**config.mk**
```make
export PLATFORM = sky130hd
export DESIGN_NAME = lbvm_queue
export DESIGN_NICKNAME = d
export VERILOG_FILES = /design/src/sv/lbvm_pkg.sv /design/src/sv/lbvm_queue.sv
export SDC_FILE = /design/constraint.sdc
export NUM_CORES = 1
export LEC_CHECK = 0
export BUFFER_PORTS_ARGS = -buffer_cell sky130_fd_sc_hd__clkbuf_2
export CAP_MARGIN = 20
export CORE_MARGIN = 2
export CORE_UTILIZATION = 40
export DETAILED_ROUTE_END_ITERATION = 16
export GPL_TIMING_DRIVEN = 0
export PLACE_DENSITY = 0.72
export SKIP_LAST_GASP = 1
export SLEW_MARGIN = 20
export SYNTH_ARGS = -nofsm -noshare
export SYNTH_HDL_FRONTEND = slang
export SYNTH_SLANG_ARGS = --single-unit
```
**constraint.sdc**
```tcl
create_clock -name clock -period 3 [get_ports clock]
set_input_delay 0.15 -clock clock [delete_from_list [all_inputs] [get_ports clock]]
set_output_delay 0.15 -clock clock [all_outputs]
set_load 0.02 [all_outputs]
```
**src/sv/lbvm_pkg.sv**
```systemverilog
`timescale 1ns / 1ps
package lbvm_pkg;
   localparam int MAX_EMPTY_DEF = 63;
   localparam int STEP_Q_DEF    = 80;
   localparam int CORDIC_N      = 15;

   localparam logic [2:0] CSR_MAX_RANGE = 3'd0;
   localparam logic [2:0] CSR_ORIGIN_X  = 3'd1;
   localparam logic [2:0] CSR_ORIGIN_Y  = 3'd2;
   localparam logic [2:0] CSR_ORIGIN_Z  = 3'd3;
   localparam logic [2:0] CSR_HEAD_H    = 3'd4;
   localparam logic [2:0] CSR_HEAD_A    = 3'd5;

   localparam logic [1:0] OCC_EMPTY    = 2'd0;
   localparam logic [1:0] OCC_OCCUPIED = 2'd1;
   localparam logic [1:0] OCC_POSSIBLE = 2'd2;

   typedef enum logic [1:0] {
      KIND_MISS = 2'd0,
      KIND_NEAR = 2'd1,
      KIND_HIT  = 2'd2
   } kind_type;

   // Classified return handed from the front to the back.
   typedef struct packed {
      kind_type           kind;
      logic signed [19:0] range;
      logic [19:0]        max_range;
      logic [15:0]        ang_h;
      logic [15:0]        ang_a;
   } job_type;

   function automatic logic [14:0] atan_entry(input logic [3:0] i);
      case (i)
         4'd0:    atan_entry = 15'd8192;
         4'd1:    atan_entry = 15'd4836;
         4'd2:    atan_entry = 15'd2555;
         4'd3:    atan_entry = 15'd1297;
         4'd4:    atan_entry = 15'd651;
         4'd5:    atan_entry = 15'd326;
         4'd6:    atan_entry = 15'd163;
         4'd7:    atan_entry = 15'd81;
         4'd8:    atan_entry = 15'd41;
         4'd9:    atan_entry = 15'd20;
         4'd10:   atan_entry = 15'd10;
         4'd11:   atan_entry = 15'd5;
         4'd12:   atan_entry = 15'd3;
         4'd13:   atan_entry = 15'd1;
         4'd14:   atan_entry = 15'd1;
         default: atan_entry = 15'd0;
      endcase
   endfunction
endpackage

```
**src/sv/lbvm_queue.sv**
```systemverilog
`timescale 1ns / 1ps
// Two-entry queue between front and back.
module lbvm_queue (
   input  logic              clock,
   input  logic              reset,
   input  logic              in_valid,
   output logic              in_stall,
   input  lbvm_pkg::job_type in_job,
   output logic              out_valid,
   input  logic              out_stall,
   output lbvm_pkg::job_type out_job
);
   lbvm_pkg::job_type mem_ff [2];
   logic wp_ff, rp_ff;
   logic [1:0] cnt_ff;
   logic push, pop;

   assign in_stall  = (cnt_ff == 2'd2);
   assign out_valid = (cnt_ff != 2'd0);
   assign out_job   = mem_ff[rp_ff];
   assign push = in_valid && !in_stall;
   assign pop  = out_valid && !out_stall;

   always_ff @(posedge clock) begin
      if (reset) begin
         wp_ff  <= 1'b0;
         rp_ff  <= 1'b0;
         cnt_ff <= 2'd0;
      end else begin
         if (push) wp_ff <= ~wp_ff;
         if (pop) rp_ff <= ~rp_ff;
         cnt_ff <= cnt_ff + 2'(push) - 2'(pop);
      end
      if (push) mem_ff[wp_ff] <= in_job;
   end

   assert property (@(posedge clock) disable iff (reset) cnt_ff <= 2'd2)
      else $error("queue count overflow");
   assert property (@(posedge clock) disable iff (reset)
      (cnt_ff == 2'd0) |-> !pop) else $error("pop from empty queue");
   assert property (@(posedge clock) disable iff (reset)
      (push && !pop) |=> (cnt_ff == $past(cnt_ff) + 2'd1))
      else $error("queue count lost a push");
endmodule

```
Word-level counts from Yosys, hierarchy flattened

Memories as Yosys holds them, arrays and structs flattened. A register that Yosys moved wholly into a read port is not among the register bits.
Cells that the tools add are included.
W data, S select, Z words.

Eq/ne operators: 1
Mux-type cells: 4
Bitwise operators: 2
Add/subtract/negate cells: 2
Reduce and logical (&&, ||, !) cells: 5

Operator list:

| operator             | number |
|---|---|
| $mux W1              | 4 |
| $add A2 B1 Y2        | 1 |
| $eq A2 B2 Y1 const B | 1 |
| $logic_and A1 B1 Y1  | 2 |
| $logic_not A1 Y1     | 2 |
| $not A1 Y1           | 2 |
| $reduce_bool A2 Y1   | 1 |
| $sub A2 B1 Y2        | 1 |

Logic and storage cells: 18
Memory bits (writable): 148
Input port bits: 78
Output and inout bits: 76
Memories kept: 1
Register bits after elaboration: 4

Memory list:

| memory | words | width | read ports | clocked after Yosys merged registers in | wr ports | RTL line         | text |
|---|---|---|---|---|---|---|---|
| mem_ff | 2     | 74    | 1          | 1                                       | 1        | lbvm_queue.sv:13 | `lbvm_pkg::job_type mem_ff [2];` |

Longest topological paths before layout

Gate-level depths: netlist of the first run.

Depth after elaboration: 5
Gate-level depth with buffers: 8
Depth with buffers taken out: 8

Worst setup path after synthesis of the first run

Ideal clock, no wire load.

Kind: flip-flop to flip-flop
Start point: register cnt_ff[0]
End point: memory mem_ff[0][0] (netlist bit) (enable)
Period minus slack after synthesis: 2734 ps
Path buffers: 0
Setup time: 428 ps
Required time: 2572 ps
Cell stages (with the launch flop): 5
Data arrival time: 2306 ps
Setup slack: 266 ps
Cell sequence: dfxtp_1 nand2b_2 inv_2 or3_1 inv_1

Cells in the longest elaborated chain, start to end: 5

Ends and longest elaborated chain:

| element                       | RTL line         | text |
|---|---|---|
| start: declaration            | lbvm_queue.sv:15 | `logic [1:0] cnt_ff;` |
| start signal: assignment      | lbvm_queue.sv:32 | `cnt_ff <= cnt_ff + 2'(push) - 2'(pop);` |
| $eq A2 B2 Y1                  | lbvm_queue.sv:18 | `assign in_stall = (cnt_ff == 2'd2);` |
| named net in_stall            | lbvm_queue.sv:7  | `output logic in_stall,` |
| $logic_not A1 Y1              | lbvm_queue.sv:21 | `assign push = in_valid && !in_stall;` |
| $logic_and A1 B1 Y1           | lbvm_queue.sv:21 |  |
| $mux W1                       | lbvm_queue.sv:34 | `if (push) mem_ff[wp_ff] <= in_job;` |
| $mux W1 (implied by the code) | lbvm_queue.sv:34 |  |
| end: declaration              | lbvm_queue.sv:13 |  |

The timed path passes the listed nets, and every way through them passes these cells.

Worst setup path in the final report of the first run

Start point: register cnt_ff[0]
End point: memory mem_ff[0][72] (netlist bit) (enable)

Cells in the longest elaborated chain, start to end: 5

Ends and longest elaborated chain:

| element                       | RTL line |
|---|---|
| $eq A2 B2 Y1                  | lbvm_queue.sv:18 |
| $logic_not A1 Y1              | lbvm_queue.sv:21 |
| $logic_and A1 B1 Y1           | lbvm_queue.sv:21 |
| $mux W1                       | lbvm_queue.sv:34 |
| $mux W1 (implied by the code) | lbvm_queue.sv:34 |

No other way between the ends.

==> results of run 1 <==
==> registers in the layout, summed over array words and instances (netlist names), named ones only <==
signal	count
wp_ff	1
mem_ff	148
cnt_ff	2
rp_ff	1
==> timing repair <==
item	CTS	global route
hold endpoints to repair	153	0
setup buffers	0	0
hold buffers	75	0
==> cells by family after synthesis <==
family,count (synthesis)
AO/OA/AOI/OAI,5
buffers and inverters,13
AND/OR/NAND/NOR,9
adder cells (fa/ha/maj),2
multiplexers,74
flip-flops,153
XOR/XNOR,2
==> worst max path at each step <==
stage	end	slack, ns	cells after the start
final	mem_ff[0][72]	1.08	5
after global routing	mem_ff[0][37]	0.95	5
after CTS	mem_ff[0][37]	1.07	5
after detailed placement	mem_ff[0][66]	1.08	5
after global placement	mem_ff[1][39]	-0.66	2
after floorplan	mem_ff[0][0]	0.27	4
==> Yosys cell counts <==
cell type | number | area (um2)
a21oi_1 | 3 | 15.0
buf_4 | 1 | 7.51
buf_2 | 1 | 5.00
inv_1 | 4 | 15.0
inv_2 | 1 | 3.75
nor2_1 | 3 | 11.3
edfxtp_1 | 148 | 4440
ha_1 | 2 | 25.0
nor2b_1 | 1 | 6.26
mux2_2 | 74 | 833
or3_1 | 2 | 12.5
nand2b_2 | 1 | 8.76
nand2_1 | 1 | 3.75
dfxtp_1 | 5 | 100
and3_1 | 1 | 6.26
xnor2_1 | 1 | 8.76
buf_6 | 6 | 67.6
o21ai_0 | 2 | 10.0
xor2_1 | 1 | 8.76
==> cell usage in the layout (no fill, tap or decap), types with 2 or more instances in the layout <==
master,synthesis,final
nor2_1,3,3
clkinvlp_4,0,2
clkbuf_16,0,17
clkbuf_1,0,4
or3_1,2,2
clkbuf_8,0,5
ha_1,2,2
buf_6,6,6
mux2_2,74,74
dlygate4sd3_1,0,75
bufinv_16,0,2
inv_1,4,3
o21ai_0,2,2
clkbuf_2,0,153
a21oi_1,3,3
edfxtp_1,148,148
dfxtp_1,5,5
==> power breakdown <==
group	leakage, nW	internal [mW]	switching (mW)
Combinational	1.37	0.701	0.955
Clock	0.287	1.34	0.767
Sequential	1.42	2.68	0.0682
==> stage by stage <==
stage / utilization / cell area [um2] / hold slack, ns / total power [mW] / setup slack, ns
after CTS: 0.580 / 7990 / 0.0327 / 6.59 / 1.07
after detailed placement: 0.482 / 6640 / 0.343 / 4.38 / 1.08
after floorplan: - / 5590 / 0.219 / 3.85 / 0.266
after global placement: 0.478 / 6580 / 0.339 / 4.35 / -0.662
final: 0.580 / 7990 / 0.0619 / 6.50 / 1.08
after global routing: 0.580 / 7990 / 0.0724 / 6.80 / 0.954
==> routing by layer <==
layer | up-vias | track usage | routed length [um]
met4 | 0 | 0.0711 | 233
met5 | - | 0 | 0
li1 | 1517 | - | -
met3 | 20 | 0.0497 | 639
met2 | 111 | 0.265 | 5510
met1 | 1588 | 0.160 | 4250
==> tightest hold or removal path, delay by kind of cell <==
family	cells	cell delay (ns)
AND/OR/NAND/NOR	1	0.12
buffers and inverters	1	0.09
AO/OA/AOI/OAI	1	0.06
==> final cells by class <==
class / instances / area share
flip-flops and latches: 153 / 0.569
repair buffers: 230 / 0.196
multi-input cells: 92 / 0.120
clock buffers: 26 / 0.0638
well taps: 180 / 0.0282
clock inverters: 6 / 0.0111
plain buffers: 8 / 0.0100
inverters: 5 / 0.00266
==> results.sh, run 1 <==
export IMPL_finalHoldViolCount=0
export IMPL_dp_cells=593
export IMPL_die_w_um=122
export IMPL_hold_depth=3
export IMPL_critPathTopFamily="buffers and inverters"
export IMPL_yosys_area_share_simple=0.00872
export IMPL_yosysWarnings=0
export IMPL_htreeDepth=4
export IMPL_synth_distinct_cells=19
export IMPL_ys_ff_latch=153
export IMPL_place_gp_congestion=0.659
export IMPL_critPathBufInv=3
export IMPL_critPathMaxStageDelay_ns=0.38
export IMPL_maxSlewViolCount=0
export IMPL_routed_wl_um=10600
export IMPL_ir_drop_v=0.000392
export IMPL_area_growth_pct=42.8
export IMPL_grt_usage=0.149
export IMPL_instances_no_fill=700
export IMPL_worstPathMaxFanout=54
export IMPL_startpoint_type="flip-flop"
export IMPL_syn_nets=338
export IMPL_skew_ns=0.00850
export IMPL_hpwl_um=6530
export IMPL_synthMuxAreaShare=0.149
export IMPL_synthXorXnorAreaFrac=0.00313
export IMPL_slew_headroom=0.668
export IMPL_crit_chain="nand2b_2 -> inv_2 -> or3_1 -> inv_4 -> buf_16"
export IMPL_die_h_um=122
export IMPL_drt_iter0_drc=154
export IMPL_ant_nets=0
export IMPL_cts_sinks=153
export IMPL_maxCapViolCount=0
export IMPL_syn_cell_area_um2=5590
export IMPL_critPathSlowestCell="dfxtp_1"
export IMPL_cts_root_buf="clkbuf_16"
export IMPL_drive_gt1_frac=0.517
export IMPL_tightest_slew_ns=0.498
export IMPL_initial_core_util=0.406
export IMPL_end_kind="flip-flop"
export IMPL_arrival_ns=2.01
export IMPL_rsz0062_at_grt="no"
export IMPL_drc=0
export IMPL_cp_data_required_time_ns=3.09
export IMPL_final_seq_area_um2=4540
export IMPL_reg2reg_depth=5
export IMPL_nFillCells=1115
export IMPL_ios=154
export IMPL_reg2reg_slack_ns=1.08
export IMPL_antenna_cells=0
export IMPL_p_leak_nw=3.08
export IMPL_timing_final_crit_share=0.641
export IMPL_crit_start="cnt_ff[0]"
export IMPL_multi_input_area_um2=955
export IMPL_min_path_type="in -> reg"
export IMPL_crit_type="reg -> reg"
export IMPL_syn_avg_cell_area_um2=21.7
export IMPL_clockBufferDepth=2
export IMPL_rows=43
export IMPL_fin_crit_ns=1.92
export IMPL_finalSetupViolCount=0
export IMPL_synthAdderAreaFrac=0.00447
export IMPL_via_per_inst=4.62
export IMPL_syn_inst=258
export IMPL_p_per_area_nw_per_um2=814
export IMPL_grt_pass1_vias=3429
export IMPL_timing_rr_end="mem_ff[0][72]"
export IMPL_final_nets=587
export IMPL_synth_top_family_by_area="multiplexers"
export IMPL_antenna_found_initial=0
export IMPL_grt_overflow=0
export IMPL_firstDrtPassIters=4
export IMPL_cts_resized=0
export IMPL_synth_seq_area_share=0.813
export IMPL_cts_reportedPaths_clkPinSlew_ns=0.06
export IMPL_setup_tns_ns=0
export IMPL_cts_buffers_inserted=17
export IMPL_core_area_um2=13800
export IMPL_status="complete, no violations"
export IMPL_io_buffers=153
export IMPL_worstHoldStart="out_stall"
export IMPL_clock_latency_ns=0.41
export IMPL_synth_compound_gate_area_share=0.00447
export IMPL_grt_pass1_wl_um=16500
export IMPL_vias=3236
export IMPL_cts_tree="done"
export IMPL_routedWlPerCell_um=15.2
export IMPL_dieArea_um2=14900
export IMPL_fmax_ghz=0.520
export IMPL_r2r_start="cnt_ff[0]"
export IMPL_grt_max_degree=55
No activity file was read; power rests on OpenSTA's default activity.
==> run 2: changes to the inputs <==
==> constraint.sdc (replaced) <==
create_clock -name clock -period 1.9 [get_ports clock]
set_input_delay 0.095 -clock clock [delete_from_list [all_inputs] [get_ports clock]]
set_output_delay 0.095 -clock clock [all_outputs]
set_load 0.02 [all_outputs]
==> results.sh, run 2 (same netlist as run 1, synthesis figures left out) <==
export IMPL_status="complete, no violations"
export IMPL_via_per_inst=4.47
export IMPL_grt_usage=0.147
export IMPL_cts_sinks=153
export IMPL_rsz0062_at_grt="no"
export IMPL_mostFrequentLayoutCell="clkbuf_2"
export IMPL_cts_reportedPaths_clkPinSlew_ns=0.06
export IMPL_antenna_found_initial=0
export IMPL_maxSlewViolCount=0
export IMPL_ir_drop_v=0.000673
export IMPL_setup_tns_ns=0
export IMPL_fmax_ghz=0.568
export IMPL_end_kind="primary output"
export IMPL_timing_final_crit_share=0.926
export IMPL_cts_resized=0
export IMPL_seqPwrFrac=0.420
export IMPL_drt_iter0_drc=125
export IMPL_p_int_mw=7.49
export IMPL_die_h_um=122
export IMPL_layout_common_cells="153 x clkbuf_2, 148 x edfxtp_1, 77 x dlygate4sd3_1"
export IMPL_drive_gt1_frac=0.525
export IMPL_p_sw_mw=2.83
export IMPL_area_growth_pct=44.8
export IMPL_switching_share=0.274
export IMPL_startpoint_type="flip-flop"
export IMPL_crit_type="reg -> out"
export IMPL_ant_nets=0
export IMPL_cts_root_buf="clkbuf_16"
export IMPL_drc=0
export IMPL_die_w_um=122
export IMPL_hpwl_um=6680
export IMPL_whs_ns=0.0945
export IMPL_grt_pass1_vias=3377
export IMPL_grt_overflow=0
export IMPL_routed_wl_um=10700
export IMPL_p_clk_frac=0.318
export IMPL_worstHoldStart="in_valid"
export IMPL_tightest_slew_ns=0.532
export IMPL_firstDrtPassIters=4
export IMPL_rows=43
export IMPL_p_leak_nw=3.12
export IMPL_htreeDepth=4
export IMPL_arrival_ns=1.66
export IMPL_fin_crit_ns=1.76
export IMPL_place_gp_congestion=0.669
export IMPL_min_to="wp_ff"
export IMPL_vias=3155
export IMPL_ios=154
export IMPL_clock_latency_ns=0.41
export IMPL_reg2reg_depth=3
export IMPL_skew_ns=0.0101
export IMPL_r2r_start="cnt_ff[0]"
export IMPL_cts_buffers_inserted=17
export IMPL_final_nets=593
export IMPL_slew_headroom=0.645
export IMPL_clockBufferDepth=2
export IMPL_maxCapViolCount=0
export IMPL_worstPathMaxFanout=10
export IMPL_antenna_cells=0
export IMPL_grt_pass1_wl_um=16100
export IMPL_core_area_um2=13800
export IMPL_min_path_type="in -> reg"
export IMPL_cts_tree="done"
export IMPL_hold_depth=4
export IMPL_p_per_area_nw_per_um2=1280
export IMPL_top_register="mem_ff"
export IMPL_top_regs="mem_ff: 148 flops, cnt_ff: 2 flops"
export IMPL_timing_rr_end="mem_ff[1][40]"
export IMPL_initial_core_util=0.406
export IMPL_cp_data_required_time_ns=1.80
export IMPL_p_comb_frac=0.262
export IMPL_grt_max_degree=40
export IMPL_largest_reg_flops=148
export IMPL_finalHoldViolCount=0
export IMPL_finalSetupViolCount=0
export IMPL_dieArea_um2=14900
export IMPL_reg2reg_slack_ns=0.22
export IMPL_io_buffers=153
export IMPL_routedWlPerCell_um=15.2
-- run 2: worst max-delay path by stage --
stage | end | slack (ns) | depth (start not counted)
6_report | out_job[23] | 0.14 | 4
3_5_place_dp | mem_ff[0][17] | -0.04 | 6
5_1_grt | out_job[47] | 0.02 | 4
2_1_floorplan | mem_ff[0][0] | -0.21 | 4
4_1_cts | out_job[30] | 0.08 | 4
3_3_place_gp | mem_ff[0][17] | -0.81 | 4
-- run 2: cell type report --
class                           count  area, um2
Fill cell                        1077       5680
Timing Repair Buffer              236       1670
Tap cell                          180        225
Clock inverter                      7       92.6
Buffer                              8       80.1
Inverter                            5       25.0
Clock buffer                       25        495
Sequential cell                   153       4550
Multi-Input combinational cell     92        965
-- run 2: worst max-delay path: stages (launching register included) --
cell	delay, ns
dfxtp_1	0.32
buf_4	0.24
buf_6	0.19
mux2_2	0.35
clkbuf_2	0.16
-- run 2: what timing repair did --
action | in CTS | in global routing
setup endpoints to repair | 19 | 0
hold buffers | 77 | 0
setup buffers | 2 | 0
endpoints found under the hold margin | 153 | 0
-- run 2: layer usage --
metal,part of all wire,GRT usage
met2,0.54,0.265
met4,0.0056,0.0517
met1,0.40,0.155
met3,0.063,0.0581
met5,0,0
-- run 2: per-stage QoR --
step / area (um2) / std cells / power (mW) / setup WS [ns] / util
5_1_grt: 8100 / 706 / 10.8 / 0.0250 / 0.588
2_1_floorplan: 5610 / 258 / 6.09 / -0.212 / -
6_report: 8100 / 706 / 10.3 / 0.141 / 0.588
3_5_place_dp: 6710 / 595 / 6.99 / -0.0421 / 0.487
4_1_cts: 8100 / 706 / 10.4 / 0.0848 / 0.588
3_3_place_gp: 6600 / 591 / 6.85 / -0.814 / 0.479
-- run 2: power groups by stage --
| stage | sequential, mW | clock, mW | combinational (mW) |
|---|---|---|---|
| after floorplan | 4.38 | 0 | 1.70 |
| after global placement | 4.41 | 0 | 2.44 |
| after detailed placement | 4.41 | 0 | 2.57 |
| after CTS | 4.34 | 3.36 | 2.74 |
| after global routing | 4.38 | 3.51 | 2.90 |
| final | 4.34 | 3.28 | 2.70 |
==> run 3: changes to the inputs <==
--- a/config.mk
+++ b/config.mk
@@ -8,10 +8,10 @@
 export BUFFER_PORTS_ARGS = -buffer_cell sky130_fd_sc_hd__clkbuf_2
 export CAP_MARGIN = 20
 export CORE_MARGIN = 2
-export CORE_UTILIZATION = 40
+export CORE_UTILIZATION = 39
 export DETAILED_ROUTE_END_ITERATION = 16
 export GPL_TIMING_DRIVEN = 0
-export PLACE_DENSITY = 0.72
+export PLACE_DENSITY = 0.7
 export SKIP_LAST_GASP = 1
 export SLEW_MARGIN = 20
 export SYNTH_ARGS = -nofsm -noshare
==> results.sh, run 3 (same netlist as run 1, synthesis figures left out) <==
export IMPL_status="complete, no violations"
export IMPL_p_comb_frac=0.252
export IMPL_largest_reg_flops=148
export IMPL_grt_pass1_vias=3503
export IMPL_die_h_um=124
export IMPL_mostFrequentLayoutCell="clkbuf_2"
export IMPL_clockBufferDepth=2
export IMPL_ant_nets=0
export IMPL_firstDrtPassIters=4
export IMPL_grt_overflow=0
export IMPL_slew_headroom=0.637
export IMPL_cts_reportedPaths_clkPinSlew_ns=0.06
export IMPL_p_int_mw=7.60
export IMPL_rsz0062_at_grt="no"
export IMPL_fmax_ghz=0.556
export IMPL_grt_max_degree=40
export IMPL_critPathBufInv=3
export IMPL_nFillCells=1092
export IMPL_p_per_area_nw_per_um2=1300
export IMPL_area_growth_pct=43.7
export IMPL_place_gp_congestion=0.690
export IMPL_cp_data_required_time_ns=2.01
export IMPL_drive_gt1_frac=0.526
export IMPL_via_per_inst=4.58
export IMPL_finalHoldViolCount=0
export IMPL_p_clk_frac=0.332
export IMPL_cts_root_buf="clkbuf_16"
export IMPL_die_w_um=124
export IMPL_grt_usage=0.148
export IMPL_end_kind="flip-flop"
export IMPL_cts_tree="done"
export IMPL_top_regs="mem_ff: 148 flops, cnt_ff: 2 flops"
export IMPL_startpoint_type="flip-flop"
export IMPL_min_path_type="in -> reg"
export IMPL_io_buffers=153
export IMPL_tightest_slew_ns=0.544
export IMPL_top_register="mem_ff"
export IMPL_rows=43
export IMPL_routed_wl_um=11000
export IMPL_worstPathMaxFanout=32
export IMPL_vias=3212
export IMPL_layout_common_cells="153 x clkbuf_2, 148 x edfxtp_1, 75 x dlygate4sd3_1"
export IMPL_timing_final_crit_share=0.946
export IMPL_crit_type="reg -> reg"
export IMPL_p_leak_nw=3.10
export IMPL_drt_iter0_drc=110
export IMPL_crit_chain="nand2b_4 -> inv_4 -> or3_4 -> clkinvlp_4 -> buf_12"
export IMPL_totalPowerFinal_mw=10.4
export IMPL_antenna_cells=0
export IMPL_clock_latency_ns=0.42
export IMPL_critPathTopFamily="buffers and inverters"
export IMPL_maxSlewViolCount=0
export IMPL_cts_sinks=153
export IMPL_maxCapViolCount=0
export IMPL_skew_ns=0.00806
export IMPL_whs_ns=0.0338
export IMPL_initial_core_util=0.401
export IMPL_critPathMaxStageDelay_ns=0.34
export IMPL_p_sw_mw=2.85
export IMPL_drc=0
export IMPL_antenna_found_initial=0
export IMPL_dieArea_um2=15300
export IMPL_routedWlPerCell_um=15.7
export IMPL_htreeDepth=4
export IMPL_seqPwrFrac=0.416
export IMPL_final_nets=588
export IMPL_ios=154
export IMPL_core_area_um2=13900
export IMPL_fin_crit_ns=1.80
export IMPL_grt_pass1_wl_um=16500
export IMPL_ir_drop_v=0.000791
export IMPL_cts_resized=0
export IMPL_hpwl_um=6780
export IMPL_cts_buffers_inserted=17
export IMPL_critPathSlowestCell="dfxtp_2"
export IMPL_arrival_ns=1.90
export IMPL_switching_share=0.273
export IMPL_finalSetupViolCount=0
-- run 3: cell count changes in the layout (fill, tap and decap cells not counted), sizes merged --
cell | previous run | this run
buf | 14 | 11
dlygate4sd3 | 77 | 75
bufinv | 2 | 3
clkinvlp | 4 | 3
-- run 3: path summary, 6_finish.rpt --
kind              startpoint            end  slack (ns)  cells past startpoint
setup / recovery   cnt_ff[0]  mem_ff[0][39]        0.10                      5
hold / removal     out_stall          rp_ff        0.03                      3
setup reg to reg   cnt_ff[0]  mem_ff[0][39]        0.10                      5
hold reg to reg        wp_ff          wp_ff        0.52                      2
-- run 3: area by class of cell --
| class | instances | area [um2] | area share |
|---|---|---|---|
| plain buffers | 8 | 80.1 | 0.00996 |
| clock buffers | 25 | 505 | 0.0629 |
| clock inverters | 7 | 115 | 0.0143 |
| inverters | 5 | 25.0 | 0.00311 |
| multi-input cells | 92 | 965 | 0.120 |
| flip-flops and latches | 153 | 4550 | 0.566 |
| well taps | 180 | 225 | 0.0280 |
| repair buffers | 231 | 1580 | 0.196 |
-- run 3: stage by stage --
stage / std cells / setup slack, ns / cell area (um2) / util / TNS (ns)
after floorplan: 258 / -0.212 / 5610 / - / -15.66
after global placement: 591 / -0.825 / 6600 / 0.474 / -93.18
final: 701 / 0.102 / 8040 / 0.577 / 0
after CTS: 701 / 0.0790 / 8040 / 0.577 / 0
after global routing: 701 / 0.0121 / 8040 / 0.577 / 0
after detailed placement: 594 / 0.0894 / 6670 / 0.478 / 0
-- run 3: layer usage --
metal / up-vias / wire [um] / global-route usage
met3: 23 / 633 / 0.0522
met5: - / 0 / 0
li1: 1520 / - / -
met2: 103 / 5830 / 0.261
met1: 1566 / 4280 / 0.156
met4: 0 / 271 / 0.0767
-- run 3: what timing repair did --
item,CTS,global route
setup buffers,0,0
hold buffers,75,0
hold endpoints to repair,153,0
endpoints found under the setup margin,0,0
-- run 3: power by group through the flow --
stage | logic, mW | registers, mW | clock network (mW)
3_3_place_gp | 2.44 | 4.41 | 0
2_1_floorplan | 1.70 | 4.38 | 0
6_report | 2.64 | 4.34 | 3.47
4_1_cts | 2.67 | 4.35 | 3.56
5_1_grt | 2.83 | 4.38 | 3.70
3_5_place_dp | 2.54 | 4.41 | 0
-- run 3: worst reg2reg max path: stages, from the launching register on --
cell        delay, ns
dfxtp_2          0.34
nand2b_4         0.14
inv_4            0.04
or3_4            0.34
clkinvlp_4       0.34
buf_12           0.27
